==> src/rtl/core/m68k_g05_pkg.sv <==
// types and helpers for the group 0000 / 0101 execute block
// no dependencies
package m68k_g05_pkg;

  typedef struct packed {
    logic [15:0] instr_word;
    logic [31:0] src_value;
    logic [31:0] dst_value;
    logic        dst_is_memory;
    logic        dst_is_data_reg;
    logic [15:0] sr_in;
    logic signed [15:0] displacement;
    logic [31:0] pc_in;
  } in_word_t;

  typedef struct packed {
    logic [31:0] result_value;
    logic        write_result;
    logic [1:0]  result_size;
    logic [15:0] sr_out;
    logic [31:0] pc_out;
    logic        unhandled;
  } out_word_t;

  localparam logic [1:0] SZ_BYTE = 2'd0;
  localparam logic [1:0] SZ_WORD = 2'd1;
  localparam logic [1:0] SZ_LONG = 2'd2;

  localparam logic [2:0] OP_OR  = 3'd0;
  localparam logic [2:0] OP_AND = 3'd1;
  localparam logic [2:0] OP_SUB = 3'd2;
  localparam logic [2:0] OP_ADD = 3'd3;
  localparam logic [2:0] OP_BIT = 3'd4;
  localparam logic [2:0] OP_EOR = 3'd5;
  localparam logic [2:0] OP_CMP = 3'd6;
  localparam logic [2:0] OP_ILL = 3'd7;

  localparam logic [2:0] MODE_AN  = 3'd1;
  localparam logic [2:0] MODE_EXT = 3'd7;

  // operation classes produced by the decoder
  localparam logic [4:0] K_NONE   = 5'd0;
  localparam logic [4:0] K_BIT    = 5'd1;
  localparam logic [4:0] K_SRLOG  = 5'd2;
  localparam logic [4:0] K_IARITH = 5'd3;
  localparam logic [4:0] K_ILOGIC = 5'd4;
  localparam logic [4:0] K_DBCC   = 5'd5;
  localparam logic [4:0] K_SCC    = 5'd6;
  localparam logic [4:0] K_QADDR  = 5'd7;
  localparam logic [4:0] K_QARITH = 5'd8;

  function automatic logic [31:0] sz_mask(input logic [1:0] sz);
    case (sz)
      SZ_BYTE: sz_mask = 32'h0000_00FF;
      SZ_WORD: sz_mask = 32'h0000_FFFF;
      default: sz_mask = 32'hFFFF_FFFF;
    endcase
  endfunction

  function automatic logic sz_top(input logic [31:0] v, input logic [1:0] sz);
    case (sz)
      SZ_BYTE: sz_top = v[7];
      SZ_WORD: sz_top = v[15];
      default: sz_top = v[31];
    endcase
  endfunction

  function automatic logic cond_true(input logic [3:0] cc, input logic [15:0] sr);
    logic c, v, z, n;
    c = sr[0]; v = sr[1]; z = sr[2]; n = sr[3];
    case (cc)
      4'd0:  cond_true = 1'b1;
      4'd1:  cond_true = 1'b0;
      4'd2:  cond_true = !c && !z;
      4'd3:  cond_true = c || z;
      4'd4:  cond_true = !c;
      4'd5:  cond_true = c;
      4'd6:  cond_true = !z;
      4'd7:  cond_true = z;
      4'd8:  cond_true = !v;
      4'd9:  cond_true = v;
      4'd10: cond_true = !n;
      4'd11: cond_true = n;
      4'd12: cond_true = n == v;
      4'd13: cond_true = n != v;
      4'd14: cond_true = !z && (n == v);
      default: cond_true = z || (n != v);
    endcase
  endfunction

endpackage

==> src/rtl/core/m68k_g05_decode.sv <==
// stage 1 logic: decodes the opcode word into an operation summary
// depends on m68k_g05_pkg
module m68k_g05_decode
  import m68k_g05_pkg::*;
(
  input  logic [15:0] instr_word,
  input  logic [15:0] sr_in,
  output logic [4:0]  kind,
  output logic        bad,
  output logic        cond
);
  // kind is one of the K_ operation classes from the package
  logic [2:0] f1, mode, rg;
  logic       f2;
  logic [1:0] f3;

  always_comb begin
    f1 = instr_word[11:9];
    f2 = instr_word[8];
    f3 = instr_word[7:6];
    mode = instr_word[5:3];
    rg = instr_word[2:0];
    kind = K_NONE;
    bad = 1'b0;
    cond = cond_true(instr_word[11:8], sr_in);
    if (instr_word[15:12] == 4'h0) begin
      if (f2 || f1 == OP_BIT) begin
        kind = K_BIT;
        if (mode == MODE_AN) bad = 1'b1;
        else if (mode == MODE_EXT) begin
          if (f3 == 2'd0) bad = rg > 3'd4 || (rg == 3'd4 && !f2);
          else bad = rg > 3'd1;
        end
      end else if (f1 == OP_ILL || f3 == 2'd3 || mode == MODE_AN) begin
        bad = 1'b1;
      end else if (mode == MODE_EXT && rg == 3'd4) begin
        kind = K_SRLOG;
        if ((f1 != OP_OR && f1 != OP_AND && f1 != OP_EOR) || f3 == 2'd2) bad = 1'b1;
      end else if (mode == MODE_EXT && rg > 3'd1) begin
        bad = 1'b1;
      end else if (f1 == OP_SUB || f1 == OP_ADD || f1 == OP_CMP) begin
        kind = K_IARITH;
      end else begin
        kind = K_ILOGIC;
      end
    end else if (instr_word[15:12] == 4'h5) begin
      if (f3 == 2'd3) begin
        if (mode == MODE_AN) kind = K_DBCC;
        else if (mode == MODE_EXT && rg > 3'd1) bad = 1'b1;
        else kind = K_SCC;
      end else if ((mode == MODE_EXT && rg > 3'd1) || (mode == MODE_AN && f3 == 2'd0)) begin
        bad = 1'b1;
      end else if (mode == MODE_AN) begin
        kind = K_QADDR;
      end else begin
        kind = K_QARITH;
      end
    end else begin
      bad = 1'b1;
    end
  end

endmodule

==> src/rtl/core/m68k_group0_group5_execute.sv <==
// execute stage for 68000 lines 0000 and 0101
// depends on m68k_g05_pkg and m68k_g05_decode
//
// Usage: the upstream side presents an input word (opcode, fetched operands,
// sr and pc) with in_valid; it is taken at a clock edge where in_stall is low.
// The result word (write-back value and size, new sr, next pc, unhandled flag)
// appears on out_valid and is taken where out_stall is low.
// The stages are decode, compute (one adder plus bit masks), and merge/flag
// assembly, each ending in a register. One word is accepted every cycle while
// in_stall is low; a stage advances when the stage after it is empty or
// advancing, so in_stall is high only while all three stages hold words and
// out_stall is high, and bubbles inside the pipe are squeezed out.
// A stall holds full stages up to the first bubble; none loses or repeats.
// Reset (rst, synchronous) clears all valid bits; payload is not reset.
module m68k_group0_group5_execute
  import m68k_g05_pkg::*;
(
  input  logic      clk,
  input  logic      rst,
  input  logic      in_valid,
  output logic      in_stall,
  input  in_word_t  in_data,
  output logic      out_valid,
  input  logic      out_stall,
  output out_word_t out_data
);

  logic v1, v2, v3;
  logic adv3, adv2, adv1;

  assign adv3 = !v3 || !out_stall;
  assign adv2 = !v2 || adv3;
  assign adv1 = !v1 || adv2;
  assign in_stall = !adv1;

  // stage 1 registers
  in_word_t   s1;
  logic [4:0] k1;
  logic       b1, c1;
  logic [4:0] k1_next;
  logic       b1_next, c1_next;

  m68k_g05_decode u_dec (
    .instr_word (in_data.instr_word),
    .sr_in      (in_data.sr_in),
    .kind       (k1_next),
    .bad        (b1_next),
    .cond       (c1_next)
  );

  // stage 2: arithmetic and bit masks
  logic [31:0] a_d, a_s, bitm;
  logic        a_sub;
  logic [32:0] a_sum;
  logic [1:0]  sz_c;
  logic [31:0] m2;

  in_word_t    s2;
  logic [4:0]  k2;
  logic        b2, c2;
  logic [32:0] sum2;
  logic [31:0] bit2, as2;
  logic        sub2;
  logic [1:0]  sz2;

  always_comb begin
    sz_c = s1.instr_word[7:6];
    a_sub = 1'b0;
    a_s = s1.src_value;
    if (k1 == K_QADDR || k1 == K_QARITH) begin
      a_s = {28'd0, (s1.instr_word[11:9] == 3'd0), s1.instr_word[11:9]};
      a_sub = s1.instr_word[8];
    end else if (k1 == K_DBCC) begin
      a_s = 32'd1;
      a_sub = 1'b1;
    end else begin
      a_sub = s1.instr_word[11:9] != OP_ADD;
    end
    if (k1 == K_QADDR || k1 == K_DBCC) m2 = 32'hFFFF_FFFF;
    else m2 = sz_mask(sz_c);
    a_d = s1.dst_value & m2;
    a_s = a_s & m2;
    a_sum = a_sub ? ({1'b0, a_d} - {1'b0, a_s}) : ({1'b0, a_d} + {1'b0, a_s});
    if (s1.dst_is_memory) bitm = 32'd1 << s1.src_value[2:0];
    else bitm = 32'd1 << s1.src_value[4:0];
  end

  // stage 3: merge and flags
  logic [31:0] r, rm, mk, res;
  logic        carry, ovf, n, z;
  out_word_t   o_next;

  always_comb begin
    o_next = '0;
    o_next.sr_out = s2.sr_in;
    o_next.pc_out = s2.pc_in;
    mk = sz_mask(sz2);
    r = sum2[31:0] & mk;
    case (sz2)
      SZ_BYTE: carry = sum2[8];
      SZ_WORD: carry = sum2[16];
      default: carry = sum2[32];
    endcase
    if (sub2) ovf = sz_top((as2 ^ s2.dst_value) & (s2.dst_value ^ r), sz2);
    else ovf = sz_top(~(as2 ^ s2.dst_value) & (as2 ^ r), sz2);
    res = 32'd0;
    n = 1'b0;
    z = 1'b0;
    rm = 32'd0;
    case (k2)
      K_BIT: begin
        o_next.sr_out[2] = (s2.dst_value & bit2) == 32'd0;
        if (s2.instr_word[7:6] != 2'd0) begin
          case (s2.instr_word[7:6])
            2'd1:    res = s2.dst_value ^ bit2;
            2'd2:    res = s2.dst_value & ~bit2;
            default: res = s2.dst_value | bit2;
          endcase
          mk = s2.dst_is_memory ? 32'h0000_00FF : 32'hFFFF_FFFF;
          o_next.result_value = (s2.dst_value & ~mk) | (res & mk);
          o_next.write_result = 1'b1;
          o_next.result_size = s2.dst_is_memory ? SZ_BYTE : SZ_LONG;
        end
      end
      K_SRLOG: begin
        rm = (s2.instr_word[7:6] == 2'd0) ? {24'd0, s2.src_value[7:0]}
                                           : {16'd0, s2.src_value[15:0]};
        case (s2.instr_word[11:9])
          OP_OR:   o_next.sr_out = s2.sr_in | rm[15:0];
          OP_EOR:  o_next.sr_out = s2.sr_in ^ rm[15:0];
          default: o_next.sr_out = s2.sr_in &
                     ((s2.instr_word[7:6] == 2'd0) ? (rm[15:0] | 16'hFF00) : rm[15:0]);
        endcase
      end
      K_IARITH, K_QARITH: begin
        n = sz_top(r, sz2);
        z = r == 32'd0;
        o_next.sr_out[3:0] = {n, z, ovf, carry};
        if (k2 == K_IARITH && s2.instr_word[11:9] == OP_CMP) begin
          o_next.result_size = SZ_BYTE;
        end else begin
          o_next.sr_out[4] = carry;
          o_next.result_value = (s2.dst_value & ~mk) | r;
          o_next.write_result = 1'b1;
          o_next.result_size = sz2;
        end
      end
      K_ILOGIC: begin
        case (s2.instr_word[11:9])
          OP_OR:   res = s2.dst_value | s2.src_value;
          OP_AND:  res = s2.dst_value & s2.src_value;
          default: res = s2.dst_value ^ s2.src_value;
        endcase
        o_next.sr_out[3:0] = {sz_top(res, sz2), (res & mk) == 32'd0, 2'b00};
        o_next.result_value = (s2.dst_value & ~mk) | (res & mk);
        o_next.write_result = 1'b1;
        o_next.result_size = sz2;
      end
      K_DBCC: begin
        if (c2) begin
          o_next.pc_out = s2.pc_in + 32'd2;
        end else begin
          o_next.result_value = {s2.dst_value[31:16], sum2[15:0]};
          o_next.write_result = 1'b1;
          o_next.result_size = SZ_WORD;
          if (sum2[15:0] == 16'hFFFF) o_next.pc_out = s2.pc_in + 32'd2;
          else o_next.pc_out = s2.pc_in + {{16{s2.displacement[15]}}, s2.displacement};
        end
      end
      K_SCC: begin
        o_next.result_value = {s2.dst_value[31:8], {8{c2}}};
        o_next.write_result = 1'b1;
      end
      K_QADDR: begin
        o_next.result_value = sum2[31:0];
        o_next.write_result = 1'b1;
        o_next.result_size = SZ_LONG;
      end
      default: ;
    endcase
    if (b2) begin
      o_next = '0;
      o_next.sr_out = s2.sr_in;
      o_next.pc_out = s2.pc_in;
      o_next.unhandled = 1'b1;
    end
  end

  always_ff @(posedge clk) begin
    if (rst) begin
      v1 <= 1'b0;
      v2 <= 1'b0;
      v3 <= 1'b0;
    end else begin
      if (adv1) v1 <= in_valid;
      if (adv2) v2 <= v1;
      if (adv3) v3 <= v2;
    end
    if (adv1) begin
      s1 <= in_data;
      k1 <= k1_next;
      b1 <= b1_next;
      c1 <= c1_next;
    end
    if (adv2) begin
      s2 <= s1;
      k2 <= k1;
      b2 <= b1;
      c2 <= c1;
      sum2 <= a_sum;
      bit2 <= bitm;
      as2 <= a_s;
      sub2 <= a_sub;
      sz2 <= (k1 == K_QADDR || k1 == K_DBCC) ? SZ_LONG : sz_c;
    end
    if (adv3) out_data <= o_next;
  end

  assign out_valid = v3;

endmodule
==> config.mk <==
export PLATFORM = sky130hd
export DESIGN_NAME = m68k_group0_group5_execute
export DESIGN_NICKNAME = d
export VERILOG_FILES = /design/src/rtl/core/m68k_g05_pkg.sv /design/src/rtl/core/m68k_g05_decode.sv /design/src/rtl/core/m68k_group0_group5_execute.sv
export SDC_FILE = /design/constraint.sdc
export NUM_CORES = 1
export LEC_CHECK = 0
export BUFFER_PORTS_ARGS = -buffer_cell sky130_fd_sc_hd__buf_2
export CORE_AREA = 2 2 175 305
export DETAILED_ROUTE_END_ITERATION = 16
export DIE_AREA = 0 0 177 307
export PLACE_DENSITY = 0.68
export REMOVE_ABC_BUFFERS = 1
export SYNTH_ARGS = -nofsm -noshare
export SYNTH_HDL_FRONTEND = slang
export SYNTH_SLANG_ARGS = --single-unit
export TNS_END_PERCENT = 10
==> constraint.sdc <==
create_clock -name clk -period 8.8 [get_ports clk]
set_clock_uncertainty 0.1 [all_clocks]
set_input_delay 0.88 -clock clk [delete_from_list [all_inputs] [get_ports clk]]
set_output_delay 0.88 -clock clk [all_outputs]
set_load 0.1 [all_outputs]
==> flow_metrics.py <==
metrics = {
    "floorplanning": {
        "dieArea_mm2": 0.0543,
        "die_h_um": 307,
        "initial_core_util_pct": 49.1,
        "coreArea_mm2": 0.0521,
        "rows": 111,
        "die_x_um": 177,
        "io_pins": 236,
    },
    "placed_design": {
        "place_area_mm2": 0.0275,
        "place_congestion": 0.946,
        "hpwl_um": 54100,
        "io_buffer_count": 234,
    },
    "finish": {
        "drive_above_1_share_pct": 14.3,
        "fillers": 4534,
        "final_common_cell": "edfxtp_1",
        "final_cell_area_mm2": 0.0289,
        "final_cell_mix": "436 x edfxtp_1, 251 x a21oi_1, 250 x ha_1",
        "multiInputGateArea_mm2": 0.0115,
        "fin_nets": 3004,
        "final-seq-area_mm2": 0.0132,
        "area_growth_pct": 13.0,
    },
    "hold_path": {
        "worstHoldPathCells": 0,
        "min-delay-start": "c1",
        "hp-class": "register to register",
        "hold_end": "c2",
    },
    "setup_path": {
        "critPathTopFamily": "simple AND/OR/NAND/NOR gates",
        "critPathArrivalTime_ns": 6.21,
        "critical_path.cell_chain": "or4b_4 > nor2_1 > a221oi_2 > inv_1 > ha_1 > inv_1 > nor4b_4 > nand2_1 > a21o_1 > o2111ai_1 > nand2_1 > ha_1 > nand4_1 > nor2_1 > nand2_1 > nor4b_1 > o21ai_0 > o22ai_1 > a211oi_1 > o21bai_1 > a21oi_1 > xnor2_1",
        "critPathMaxFanout": 9,
        "reg2reg_from": "k1[0]",
        "startpoint": "k1[0]",
        "crit_type": "register to register",
        "start_kind": "register",
        "reg2reg_to": "sum2[32]",
        "worstSetupEndpointType": "register",
        "cp.required_ns": 9.03,
        "slowest_delay_ns": 0.65,
        "cp_slowest_cell": "nor4b_1",
        "worst-path-stages": 22,
        "r2r_slack_ns": 2.82,
        "path_common_cell": "nand2_1",
        "cp.buffers_inverters": 2,
        "r2r_cells": 22,
    },
    "timing": {
        "hold_violations": 0,
        "slew_viol_final": 0,
        "max_freq_mhz": 167,
        "maxSlewHeadroom_pct": 30.2,
        "setup_violations": 0,
        "post-route-min-period_ns": 5.98,
        "finalCritPeriodShare_pct": 67.9,
        "rsz0062_at_grt": "false",
        "fin_setup_tns_ns": 0,
        "worst_slew_pin_slew_ns": 1.04,
    },
    "drt": {
        "met1_length_um": 26600,
        "drtPass1Iterations": 8,
        "ant_nets": 0,
        "route.met2.wl_um": 37200,
        "post_drt_via_cell_ratio": 5.96,
        "drt_iter0_markers": 1843,
        "wirelength_um": 72200,
        "drcViolationCount": 0,
        "route.met3.wl_um": 4030,
        "route.vias.total": 19800,
        "routed.top_layer": "met4",
        "routedWlPerCell_um": 21.8,
    },
    "cts": {
        "cts_tree": "built",
        "cts_buffer_depth": 3,
        "cts_resized": 0,
        "cts_hold_buf": 0,
        "cts-htree-levels": 2,
        "clk-insertion-delay-late_ns": 0.59,
        "clk_pin_slew_ns": 0.07,
        "cts-root-buf": "clkbuf_16",
        "cts.sinks": 439,
        "cts-buffers-inserted": 44,
        "cts_setup_buffers": 0,
    },
    "synth": {
        "yosys-top-cells-area": "edfxtp_1 51%, ha_1 12%, a21oi_1 4.9%",
        "ys_async_sr_fraction_pct": 0,
        "ys_seq_elements": 439,
        "synthCells": 2401,
        "synth_cell_types": 84,
        "synthFlopType": "edfxtp_1",
        "synth_edf_count": 436,
        "ys_seq_area_share_pct": 51.4,
        "synth.top_cell.area_share_pct": 51.2,
        "yosysTopAreaCell": "edfxtp_1",
        "synth_warnings": 0,
        "synth_area_mm2": 0.0256,
        "synth_area_per_cell_um2": 10.7,
    },
    "global_routing": {
        "grt_util_all_layers_pct": 26.4,
        "grt_max_degree": 135,
        "grt_pass1_wl_um": 110000,
        "grt_antenna_before_repair": 1,
        "grt_pass1_vias": 19400,
        "globalRouteOverflowTotal": 0,
    },
    "pwr": {
        "static-leakage-power_nw": 11.9,
        "vdd.ir_drop.worst_v": 0.000153,
        "power.density_mw_per_mm2": 188,
    },
    "status": {
        "status": "finished clean",
    },
    "run": {
        "cap_violations": 0,
    },
}
-- power by group --
part           leakage (nW)  switching, mW  internal [mW]  total [mW]
Sequential             4.75          0.155           2.46        2.62
Clock                 0.704          0.842           1.08        1.92
Combinational          6.45          0.588          0.312       0.900
Total                  11.9           1.59           3.86        5.44
-- stage by stage --
step                worst slack (ns)  power (mW)  hold slack [ns]  instances  utilization [%]
CTS                             2.72        5.47            0.313       3313             55.5
detailed placement              2.73        3.55            0.305       3232             52.7
floorplan                       2.07        3.24            0.300       2297                -
global placement                2.78        3.52            0.305       3232             52.7
finish                          2.82        5.44            0.313       3314             55.5
global route                    2.27        5.66            0.315       3314             55.5
-- flip-flops by register name (all words and copies together), names as in the netlist --
register	flops
out_valid	1
bit2	32
s2	134
out_data	84
k2	4
c1	1
sum2	33
c2	1
sz2	2
v2	1
sub2	1
as2	3
v1	1
s1	135
k1	4
b2	1
b1	1
-- Yosys cell counts (4+ instances only) --
cell / n
or3_1: 13
and2_1: 22
a31o_2: 4
clkbuf_1: 95
mux2i_1: 6
nand2_1: 211
o2111ai_1: 8
inv_1: 152
xnor2_1: 44
a221oi_1: 41
a31oi_1: 23
buf_1: 6
nor2b_1: 32
o21bai_1: 11
a211o_1: 5
nor2_1: 207
a221o_1: 7
nor3_1: 44
o21ai_1: 5
a211oi_1: 9
nand3_1: 43
a22oi_1: 14
o211ai_1: 11
edfxtp_1: 436
nand2b_1: 22
or2_2: 6
a21oi_2: 4
a21oi_1: 251
o311ai_1: 4
nand4_1: 24
a41oi_1: 4
o22ai_1: 11
a222oi_1: 23
o31ai_1: 11
a21o_1: 31
nor4_1: 34
ha_1: 252
xor2_1: 31
o21a_1: 11
o21ai_0: 148
and3_1: 14
nor4b_1: 4
-- routing by layer --
layer | global-route usage, % | vias to the layer above
met4 | 15.0 | 0
li1 | - | 9305
met2 | 47.6 | 834
met3 | 3.04 | 230
met5 | 0 | -
met1 | 29.9 | 9394
-- cell families after synthesis --
group	count (synthesis)	synth area share, %
fa+ha+maj	255	12.5
mux	6	0.235
simple gates	700	13.0
flops	439	51.4
compound gates	669	16.5
buf+inv	257	3.80
xor+xnor	75	2.57
-- worst reg2reg max path: stages, from the launching register on --
cell and delay, ns:
edfxtp_1 0.53, or4b_4 0.63, nor2_1 0.14, a221oi_2 0.09
inv_1 0.08, ha_1 0.16, inv_1 0.08, nor4b_4 0.41
nand2_1 0.33, a21o_1 0.30, o2111ai_1 0.18, nand2_1 0.11
ha_1 0.39, nand4_1 0.27, nor2_1 0.21, nand2_1 0.07
nor4b_1 0.65, o21ai_0 0.22, o22ai_1 0.27, a211oi_1 0.16
o21bai_1 0.15, a21oi_1 0.09, xnor2_1 0.13
-- worst max-delay path by stage --
stage	slack (ns)	to
2_1_floorplan	2.07	in_stall
3_3_place_gp	2.78	sum2[32]
3_5_place_dp	2.73	sum2[32]
4_1_cts	2.72	sum2[32]
5_1_grt	2.27	sum2[32]
6_report	2.82	sum2[32]
-- cell type report --
class                           count  share of cell area, %
Sequential cell                   439                   45.5
Multi-Input combinational cell   1705                   39.9
Timing Repair Buffer              257                   4.65
Clock buffer                       50                   3.89
Tap cell                          678                   2.93
Inverter                          153                   2.01
Clock inverter                     31                   1.18
Antenna cell                        1                0.00865
(Power assumes the default switching activity.)
